`config.mk`:
```
export PLATFORM = sky130hd
export DESIGN_NAME = stepper_ramp_pulse_generator
export DESIGN_NICKNAME = d
export VERILOG_FILES = /design/src/design/srpg_pkg.sv /design/src/design/stepper_ramp_pulse_generator.sv
export SDC_FILE = /design/constraint.sdc
export NUM_CORES = 2
export LEC_CHECK = 0
export BUFFER_PORTS_ARGS = -buffer_cell sky130_fd_sc_hd__buf_2
export CAP_MARGIN = 20
export CORE_MARGIN = 8
export CORE_UTILIZATION = 45
export CTS_BUF_LIST = sky130_fd_sc_hd__clkbuf_4
export DETAILED_ROUTE_END_ITERATION = 6
export PLACE_DENSITY = 0.6
export SYNTH_ARGS = -nofsm -noshare
export SYNTH_HDL_FRONTEND = slang
export SYNTH_SLANG_ARGS = --single-unit
```
`constraint.sdc`:
```
create_clock -name clk -period 27.6 [get_ports clk]
set_input_delay 5.52 -clock clk [delete_from_list [all_inputs] [get_ports clk]]
set_output_delay 5.52 -clock clk [all_outputs]
set_load 0.02 [all_outputs]
```
`src/design/srpg_pkg.sv`:
```
// Package for the stepper ramp pulse generator.
// Holds field widths, register indexes, reset values and the sequencer state type.
// No dependencies.
`default_nettype none
package srpg_pkg;

  localparam int IVAL_W = 32;
  localparam int OFFS_W = 20;
  localparam int TRIG_W = 16;
  localparam int CFG_IDX_W = 2;

  localparam int STEP_BITS_DEF = 24;
  localparam int FRAC_BITS_DEF = 16;

  localparam logic [IVAL_W-1:0] START_INTERVAL_RST = 32'd313262080;
  localparam logic [OFFS_W-1:0] INTERVAL_OFFSET_RST = 20'd245760;
  localparam logic [TRIG_W-1:0] TRIGGER_PERIOD_RST = 16'd160;
  localparam logic [TRIG_W-1:0] TRIGGER_WIDTH_RST = 16'd20;

  localparam logic [CFG_IDX_W-1:0] CFG_START_INTERVAL = 2'd0;
  localparam logic [CFG_IDX_W-1:0] CFG_INTERVAL_OFFSET = 2'd1;
  localparam logic [CFG_IDX_W-1:0] CFG_TRIGGER_PERIOD = 2'd2;
  localparam logic [CFG_IDX_W-1:0] CFG_TRIGGER_WIDTH = 2'd3;

  localparam logic FUNC_TICK = 1'b0;
  localparam logic FUNC_START = 1'b1;

  typedef enum logic [1:0] {
    ST_IDLE,
    ST_DIV,
    ST_FIN
  } srpg_state_t;

endpackage
`default_nettype wire

```
`src/design/stepper_ramp_pulse_generator.sv`:
```
// Stepper ramp pulse generator top level: step timing, position, home switch and trigger.
// Depends on srpg_pkg.
`default_nettype none
// Each input word is a one microsecond tick or a start command and gives exactly one
// output word, registered. A new input is taken only when the output register is empty
// or its word is taken in the same cycle.
// An input word that fires a step on either ramp starts an interval update
// c = |c - 2c/(4n+1)|, done by a bit-serial restoring divider that produces one
// quotient bit per cycle, followed by a finish state that forms and saturates
// the new interval. No input is taken until the update is done; after any other
// word, only the output register can hold back the next input.
module stepper_ramp_pulse_generator #(
  parameter int STEP_BITS = srpg_pkg::STEP_BITS_DEF,
  parameter int FRAC_BITS = srpg_pkg::FRAC_BITS_DEF
) (
  input  wire logic                           clk,
  input  wire logic                           rst_n,
  input  wire logic                           in_valid,
  output logic                                in_ready,
  input  wire logic                           in_func,
  input  wire logic [STEP_BITS-1:0]           in_move_steps,
  input  wire logic                           in_move_up,
  input  wire logic [STEP_BITS-1:0]           in_ramp_steps,
  input  wire logic                           in_home_switch,
  output logic                                out_valid,
  input  wire logic                           out_ready,
  output logic                                out_step_pulse,
  output logic                                out_dir_out,
  output logic                                out_trigger_level,
  output logic signed [srpg_pkg::IVAL_W-1:0]  out_position,
  output logic                                out_busy_res,
  output logic                                out_pos_reached,
  output logic                                out_limit_hit,
  output logic                                out_homed,
  input  wire logic                           cfg_we,
  input  wire logic [srpg_pkg::CFG_IDX_W-1:0] cfg_index,
  input  wire logic [srpg_pkg::IVAL_W-1:0]    cfg_wdata
);
  import srpg_pkg::*;

  localparam int SB = STEP_BITS;
  localparam int DVD_W = IVAL_W + 1;
  localparam int CNT_W = $clog2(DVD_W);
  localparam int DM_W = SB + 2;
  localparam int RM_W = SB + 3;

  logic [IVAL_W-1:0] cfg_start_r;
  logic [OFFS_W-1:0] cfg_offset_r;
  logic [TRIG_W-1:0] cfg_period_r;
  logic [TRIG_W-1:0] cfg_width_r;

  logic [IVAL_W-1:0] pos_r, pos_nxt;
  logic [SB-1:0] left_r, left_nxt;
  logic [SB-1:0] idx_r, idx_nxt;
  logic [SB-1:0] total_r, total_nxt;
  logic [SB-1:0] ramp_r, ramp_nxt;
  logic [IVAL_W-1:0] ival_r, ival_nxt;
  logic [IVAL_W-1:0] wait_r, wait_nxt;
  logic [TRIG_W-1:0] phase_r, phase_nxt;
  logic up_r, up_nxt;
  logic run_r, run_nxt;
  logic homed_r, homed_nxt;
  logic trig_r, trig_nxt;

  logic out_valid_r;
  logic out_pulse_r, out_reached_r, out_limit_r;
  logic o_pulse, o_reached, o_limit;

  srpg_state_t state_r, state_nxt;
  logic [DVD_W-1:0] dvd_r, dvd_nxt;
  logic [RM_W-1:0] rem_r;
  logic [DM_W-1:0] dmag_r, dmag_nxt;
  logic dneg_r, dneg_nxt;
  logic [CNT_W-1:0] cnt_r;
  logic div_start;
  logic in_fire;
  logic div_active, div_fin;

  logic [RM_W-1:0] trial;
  logic trial_ge;
  logic [IVAL_W+1:0] fin_sum;
  logic [IVAL_W-1:0] fin_ival;

  assign in_fire = in_valid && in_ready;

  always_comb begin : accept_logic
    logic [SB-1:0] b_left, b_idx, b_total, b_ramp, f_left;
    logic [IVAL_W-1:0] b_ival;
    logic [TRIG_W-1:0] b_phase, per;
    logic b_up, do_fire, t;
    logic signed [IVAL_W:0] diff;
    logic [IVAL_W:0] mag;
    logic [IVAL_W+1:0] rnd;
    logic [SB:0] s;
    logic [RM_W-1:0] d;
    b_left = left_r;
    b_idx = idx_r;
    b_total = total_r;
    b_ramp = ramp_r;
    b_ival = ival_r;
    b_phase = phase_r;
    b_up = up_r;
    do_fire = 1'b0;
    s = '0;
    t = trig_r;
    per = cfg_period_r;
    pos_nxt = pos_r;
    wait_nxt = wait_r;
    run_nxt = run_r;
    homed_nxt = homed_r;
    trig_nxt = trig_r;
    o_pulse = 1'b0;
    o_reached = 1'b0;
    o_limit = 1'b0;
    div_start = 1'b0;
    if (in_func == FUNC_START) begin
      if (in_move_steps != '0) begin
        b_left = in_move_steps;
        b_idx = '0;
        b_total = in_move_steps;
        b_ramp = in_ramp_steps;
        b_ival = cfg_start_r;
        b_phase = '0;
        b_up = in_move_up;
        run_nxt = 1'b1;
        wait_nxt = '0;
        do_fire = 1'b1;
      end
    end else if (run_r) begin
      if (wait_r <= IVAL_W'(1)) begin
        do_fire = 1'b1;
      end else begin
        wait_nxt = wait_r - IVAL_W'(1);
      end
    end
    left_nxt = b_left;
    idx_nxt = b_idx;
    total_nxt = b_total;
    ramp_nxt = b_ramp;
    ival_nxt = b_ival;
    phase_nxt = b_phase;
    up_nxt = b_up;

    diff = $signed({1'b0, b_ival}) - $signed({{(IVAL_W + 1 - OFFS_W){1'b0}}, cfg_offset_r});
    mag = diff[IVAL_W] ? (~diff + 1'b1) : diff;
    rnd = {1'b0, mag} + ((IVAL_W + 2)'(1) << (FRAC_BITS - 1));
    f_left = b_left - SB'(1);

    if (do_fire) begin
      left_nxt = f_left;
      if (f_left != '0) begin
        wait_nxt = IVAL_W'(rnd >> FRAC_BITS);
      end else begin
        o_reached = 1'b1;
        run_nxt = 1'b0;
      end
      if (b_up && in_home_switch) begin
        left_nxt = '0;
        pos_nxt = '0;
        homed_nxt = 1'b1;
        o_limit = 1'b1;
        run_nxt = 1'b0;
      end else begin
        pos_nxt = b_up ? pos_r + IVAL_W'(1) : pos_r - IVAL_W'(1);
        o_pulse = 1'b1;
        if (b_idx <= b_ramp) begin
          div_start = 1'b1;
          s = {1'b0, b_idx};
        end else if (({1'b0, b_idx} + {1'b0, b_ramp}) >= {1'b0, b_total}) begin
          div_start = 1'b1;
          s = {1'b0, b_idx} - {1'b0, b_total};
        end
        if (b_phase == '0) begin
          t = 1'b1;
        end
        if (b_phase == cfg_width_r) begin
          t = 1'b0;
        end
        trig_nxt = t;
        if (cfg_period_r == '0) begin
          per = TRIG_W'(1);
        end
        phase_nxt = (({1'b0, b_phase} + (TRIG_W + 1)'(1)) >= {1'b0, per}) ?
                    '0 : b_phase + TRIG_W'(1);
        idx_nxt = b_idx + SB'(1);
      end
    end

    d = {s, 2'b01};
    dneg_nxt = d[RM_W-1];
    dmag_nxt = dneg_nxt ? DM_W'(~d + 1'b1) : DM_W'(d);
    dvd_nxt = {b_ival, 1'b0};
  end

  always_comb begin : next_state
    state_nxt = state_r;
    case (state_r)
      ST_IDLE: begin
        if (in_fire && div_start) begin
          state_nxt = ST_DIV;
        end
      end
      ST_DIV: begin
        if (cnt_r == CNT_W'(DVD_W - 1)) begin
          state_nxt = ST_FIN;
        end
      end
      ST_FIN: begin
        state_nxt = ST_IDLE;
      end
      default: begin
        state_nxt = ST_IDLE;
      end
    endcase
  end

  always_comb begin : state_outputs
    in_ready = 1'b0;
    div_active = 1'b0;
    div_fin = 1'b0;
    case (state_r)
      ST_IDLE: begin
        in_ready = !out_valid_r || out_ready;
      end
      ST_DIV: begin
        div_active = 1'b1;
      end
      ST_FIN: begin
        div_fin = 1'b1;
      end
      default: begin
        in_ready = 1'b0;
      end
    endcase
  end

  assign trial = {rem_r[RM_W-2:0], dvd_r[DVD_W-1]};
  assign trial_ge = trial >= {1'b0, dmag_r};

  always_comb begin : finish_logic
    logic [IVAL_W+1:0] c_ext, q_ext;
    c_ext = {2'b00, ival_r};
    q_ext = {1'b0, dvd_r};
    if (dneg_r) begin
      fin_sum = c_ext + q_ext;
    end else if (q_ext > c_ext) begin
      fin_sum = q_ext - c_ext;
    end else begin
      fin_sum = c_ext - q_ext;
    end
    fin_ival = (fin_sum[IVAL_W+1:IVAL_W] != 2'b00) ? '1 : fin_sum[IVAL_W-1:0];
  end

  always_ff @(posedge clk) begin
    if (!rst_n) begin
      cfg_start_r <= START_INTERVAL_RST;
      cfg_offset_r <= INTERVAL_OFFSET_RST;
      cfg_period_r <= TRIGGER_PERIOD_RST;
      cfg_width_r <= TRIGGER_WIDTH_RST;
      pos_r <= '0;
      left_r <= '0;
      idx_r <= '0;
      total_r <= '0;
      ramp_r <= '0;
      ival_r <= '0;
      wait_r <= '0;
      phase_r <= '0;
      up_r <= 1'b0;
      run_r <= 1'b0;
      homed_r <= 1'b0;
      trig_r <= 1'b0;
      out_valid_r <= 1'b0;
      out_pulse_r <= 1'b0;
      out_reached_r <= 1'b0;
      out_limit_r <= 1'b0;
      state_r <= ST_IDLE;
      cnt_r <= '0;
    end else begin
      state_r <= state_nxt;
      if (cfg_we) begin
        case (cfg_index)
          CFG_START_INTERVAL: cfg_start_r <= cfg_wdata;
          CFG_INTERVAL_OFFSET: cfg_offset_r <= cfg_wdata[OFFS_W-1:0];
          CFG_TRIGGER_PERIOD: cfg_period_r <= cfg_wdata[TRIG_W-1:0];
          CFG_TRIGGER_WIDTH: cfg_width_r <= cfg_wdata[TRIG_W-1:0];
          default: cfg_start_r <= cfg_start_r;
        endcase
      end
      if (in_fire) begin
        pos_r <= pos_nxt;
        left_r <= left_nxt;
        idx_r <= idx_nxt;
        total_r <= total_nxt;
        ramp_r <= ramp_nxt;
        ival_r <= ival_nxt;
        wait_r <= wait_nxt;
        phase_r <= phase_nxt;
        up_r <= up_nxt;
        run_r <= run_nxt;
        homed_r <= homed_nxt;
        trig_r <= trig_nxt;
        out_valid_r <= 1'b1;
        out_pulse_r <= o_pulse;
        out_reached_r <= o_reached;
        out_limit_r <= o_limit;
        dvd_r <= dvd_nxt;
        dmag_r <= dmag_nxt;
        dneg_r <= dneg_nxt;
        rem_r <= '0;
        cnt_r <= '0;
      end else begin
        if (out_ready) begin
          out_valid_r <= 1'b0;
        end
        if (div_active) begin
          rem_r <= trial_ge ? trial - {1'b0, dmag_r} : trial;
          dvd_r <= {dvd_r[DVD_W-2:0], trial_ge};
          cnt_r <= cnt_r + CNT_W'(1);
        end
        if (div_fin) begin
          ival_r <= fin_ival;
        end
      end
    end
  end

  assign out_valid = out_valid_r;
  assign out_step_pulse = out_pulse_r;
  assign out_dir_out = up_r;
  assign out_trigger_level = trig_r;
  assign out_position = $signed(pos_r);
  assign out_busy_res = run_r;
  assign out_pos_reached = out_reached_r;
  assign out_limit_hit = out_limit_r;
  assign out_homed = homed_r;

  a_no_accept_in_div: assert property (@(posedge clk) disable iff (!rst_n)
    (state_r != ST_IDLE) |-> !in_ready) else $error("input taken during interval update");

  a_result_after_accept: assert property (@(posedge clk) disable iff (!rst_n)
    in_fire |=> out_valid_r) else $error("accepted word gave no result");

  a_div_length: assert property (@(posedge clk) disable iff (!rst_n)
    (state_r == ST_DIV && cnt_r == CNT_W'(DVD_W - 1)) |=> (state_r == ST_FIN))
    else $error("divider did not finish after the last quotient bit");

  a_homed_sticky: assert property (@(posedge clk) disable iff (!rst_n)
    homed_r |=> homed_r) else $error("homed flag cleared");

  a_limit_zeroes: assert property (@(posedge clk) disable iff (!rst_n)
    (in_fire && o_limit) |=> (pos_r == '0 && !run_r))
    else $error("home stop left position or run state wrong");

endmodule
`default_nettype wire
```
==> impl_metrics.ini <==
[clock_tree]
post_cts_buffers = 0
clockRootBuffer = clkbuf_4
h-tree-depth = 3
cts.sinks = 393
tritoncts = built
ctsResizeCount = 0
numCtsBuffers = 109
clk_latency_ns = 0.90
cts_buffer_depth = 3
cts_hold_buf = 0
clkTransAtPathRegs_ns = 0.06

[critical_path]
required_ns = 28.20
cp.arrival_ns = 13.15
cp-end-kind = flop
ff2ff_path_depth = 22
crit_path_start_kind = input pin
reg2reg_to = dmag_r[21]
crit_fanout = 47
reg2reg_slack_ns = 21.61
startpoint = in_move_steps[20]
crit_path_frequent_cell = nand2_1
path_buf_inv = 3
path_cells = buf_2 -> nor4_1 -> nand4_1 -> o21ai_4 -> buf_4 -> buf_4 -> a22oi_1 -> ha_1 -> a2111oi_0 -> nand2_1 -> a31o_2 -> a311oi_1 -> nor3_1 -> o31a_1 -> o21ai_0 -> nand2_1 -> nor3_2 -> or3_1 -> nand2_1
crit_end = dmag_r[14]
critPathKind = input pin to flop
r2r-start = idx_r[9]
max_stage_delay_ns = 0.98
path_delay_family = simple AND/OR/NAND/NOR gates
cp_slowest_cell = nor3_2
crit_cells = 19

[timing]
fin_skew_ns = 0.05192
worst_pin_slew_ns = 1.063
period_share = 0.4547
max_freq_mhz = 79.69
rsz0062_at_grt = no
period_needed_ns = 12.55
slew_viol_final = 0
max_slew_margin = 0.2873
fin_tns_setup_ns = 0
holdWs_ns = 0.4406
setup_viol_count_final = 0
hold_viol_final = 0

[floorplan]
pin_count = 131
die_w_um = 286.5
start_util = 0.4530
core_mm2 = 0.07271
dieArea_mm2 = 0.08211
rows = 99
die_y_um = 286.5

[logic_synthesis]
synth_nets = 4720
yosysWarningCount = 0
yosysTopAreaCellShare = 0.1872
synthArstFlopShare = 0
synthCells = 4328
syn_area_per_cell_um2 = 7.610
netlist_area_mm2 = 0.03294
ys_ff_latch = 393
yosys.area.top_type = dfxtp_1
synth_area_leaders = dfxtp_1, ha_1, edfxtp_1, a21oi_1, nand2_1
synth_edf_count = 85
synth_cell_types = 90
ys.flop_type = dfxtp_1
ys_seq_area_frac = 0.2647

[global_route]
gr-total-overflow = 0
antenna_found_initial = 3
grt_first_pass_wirelength_mm = 164.0
grt_pass1_vias = 29580
grt_max_degree = 91
grt_usage = 0.2415

[run_status]
status = finished, final reports clean

[route]
wire_per_inst_um = 19.06
drtIter0Drc = 2464
wl_met2_mm = 46.66
vias = 31498
drc = 0
wl_met1_mm = 48.82
highest_layer = met5
dr.pass1.iters = 6
met3_length_mm = 5.517
viasPerCell = 5.813
ant_nets = 0
routed_wl_mm = 103.3

[power]
leakage_uw = 0.01511
powerDensity_mw_per_mm2 = 48.71
ir_drop_mv = 0.06073

[finish]
drive_gt1_frac = 0.08926
final_nets = 4766
fillers = 7309
layout-area-overhead-vs-synth_pct = 8.285
final_area_mm2 = 0.03567

[flow_run]
drv_cap = 0

[placement]
gp_congestion = 0.9522
post_dp_cell_area_mm2 = 0.03423
place.detailed.hpwl_mm = 76.36
port_buffers = 130

[hold_path]
hold_path_class = flop to flop
-- metrics by stage --
step	setup slack (ns)	power, uW	utilization	std cells
2_1_floorplan	14.96	1046	-	4328
3_3_place_gp	14.47	1183	0.4708	5221
3_5_place_dp	14.30	1184	0.4708	5221
4_1_cts	15.23	1753	0.4904	5417
5_1_grt	14.47	1846	0.4905	5419
6_report	15.05	1737	0.4905	5419
-- worst min path at each step --
stage / start / to / slack, ns / cells past startpoint
floorplan: ramp_r[0] / ramp_r[0] / 0.44 / 2
global placement: out_step_pulse / out_step_pulse / 0.43 / 2
detailed placement: out_step_pulse / out_step_pulse / 0.43 / 2
CTS: out_step_pulse / out_step_pulse / 0.44 / 2
global route: out_step_pulse / out_step_pulse / 0.48 / 2
finish: out_step_pulse / out_step_pulse / 0.44 / 2
-- worst min-delay path, delay by kind of cell, from the launching register on --
kind | cells | cell delay (ns)
and+or+nand+nor | 2 | 0.09
DFF | 1 | 0.31
-- report_power, final --
group	internal (uW)	switching, uW
sequential	625	30.4
combinational	197	326
clock	290	269
-- per-layer routing --
metal | GRT usage | up-vias
li1 | - | 15661
met1 | 0.3360 | 14762
met2 | 0.3890 | 906
met3 | 0.03116 | 167
met4 | 0.06952 | 2
met5 | 0 | -
-- area by class of cell --
cell class / instances / area [um^2] / area share
Clock inverter: 45 / 290.3 / 0.008139
Sequential cell: 393 / 8718 / 0.2444
Tap cell: 959 / 1200 / 0.03364
Multi-Input combinational cell: 3450 / 22430 / 0.6290
Clock buffer: 151 / 1134 / 0.03178
Inverter: 252 / 950.9 / 0.02666
Antenna cell: 1 / 2.502 / 0.00007016
Timing Repair Buffer: 168 / 938.4 / 0.02631
-- cell usage after synthesis (50+ instances only) --
cell,count
xnor2_1,148
nand2_1,465
nor3_1,109
a21oi_1,376
a21o_1,104
and2_1,61
nand4_1,50
inv_1,250
a22oi_1,64
nor2_1,449
a211oi_1,70
xor2_1,78
edfxtp_1,85
a21boi_0,83
ha_1,294
o21ai_0,277
o21bai_1,54
nand3_1,95
clkbuf_1,192
mux2i_1,83
dfxtp_1,308
-- logic make-up after synthesis --
kind of cell | share of synthesized area
mux | 0.02967
flops | 0.2647
fa+ha+maj | 0.1165
xor+xnor | 0.06010
compound gates | 0.2584
buf+inv | 0.05652
simple gates | 0.2141
-- registers in the layout, indices dropped and copies added (netlist names), 2 cells and up --
| signal | cells |
|---|---|
| dvd_r | 33 |
| cfg_start_r | 32 |
| ival_r | 32 |
| out_position | 32 |
| wait_r | 32 |
| rem_r | 26 |
| dmag_r | 25 |
| idx_r | 24 |
| left_r | 24 |
| ramp_r | 24 |
| total_r | 24 |
| cfg_offset_r | 20 |
| cfg_period_r | 16 |
| cfg_width_r | 16 |
| phase_r | 16 |
| cnt_r | 6 |
| state_r | 2 |
-- layout by cell type, fill, tap and decap left out, types with 95 or more instances in the layout --
master      n
nor2_1    446
ha_1      294
nor3_1    109
inv_1     250
clkbuf_4  151
a21oi_1   376
dfxtp_1   308
buf_2     129
nand2_1   464
o21ai_0   276
nand3_1    95
a21o_1    104
xnor2_1   148
No activity file was read; power rests on OpenSTA's default activity.
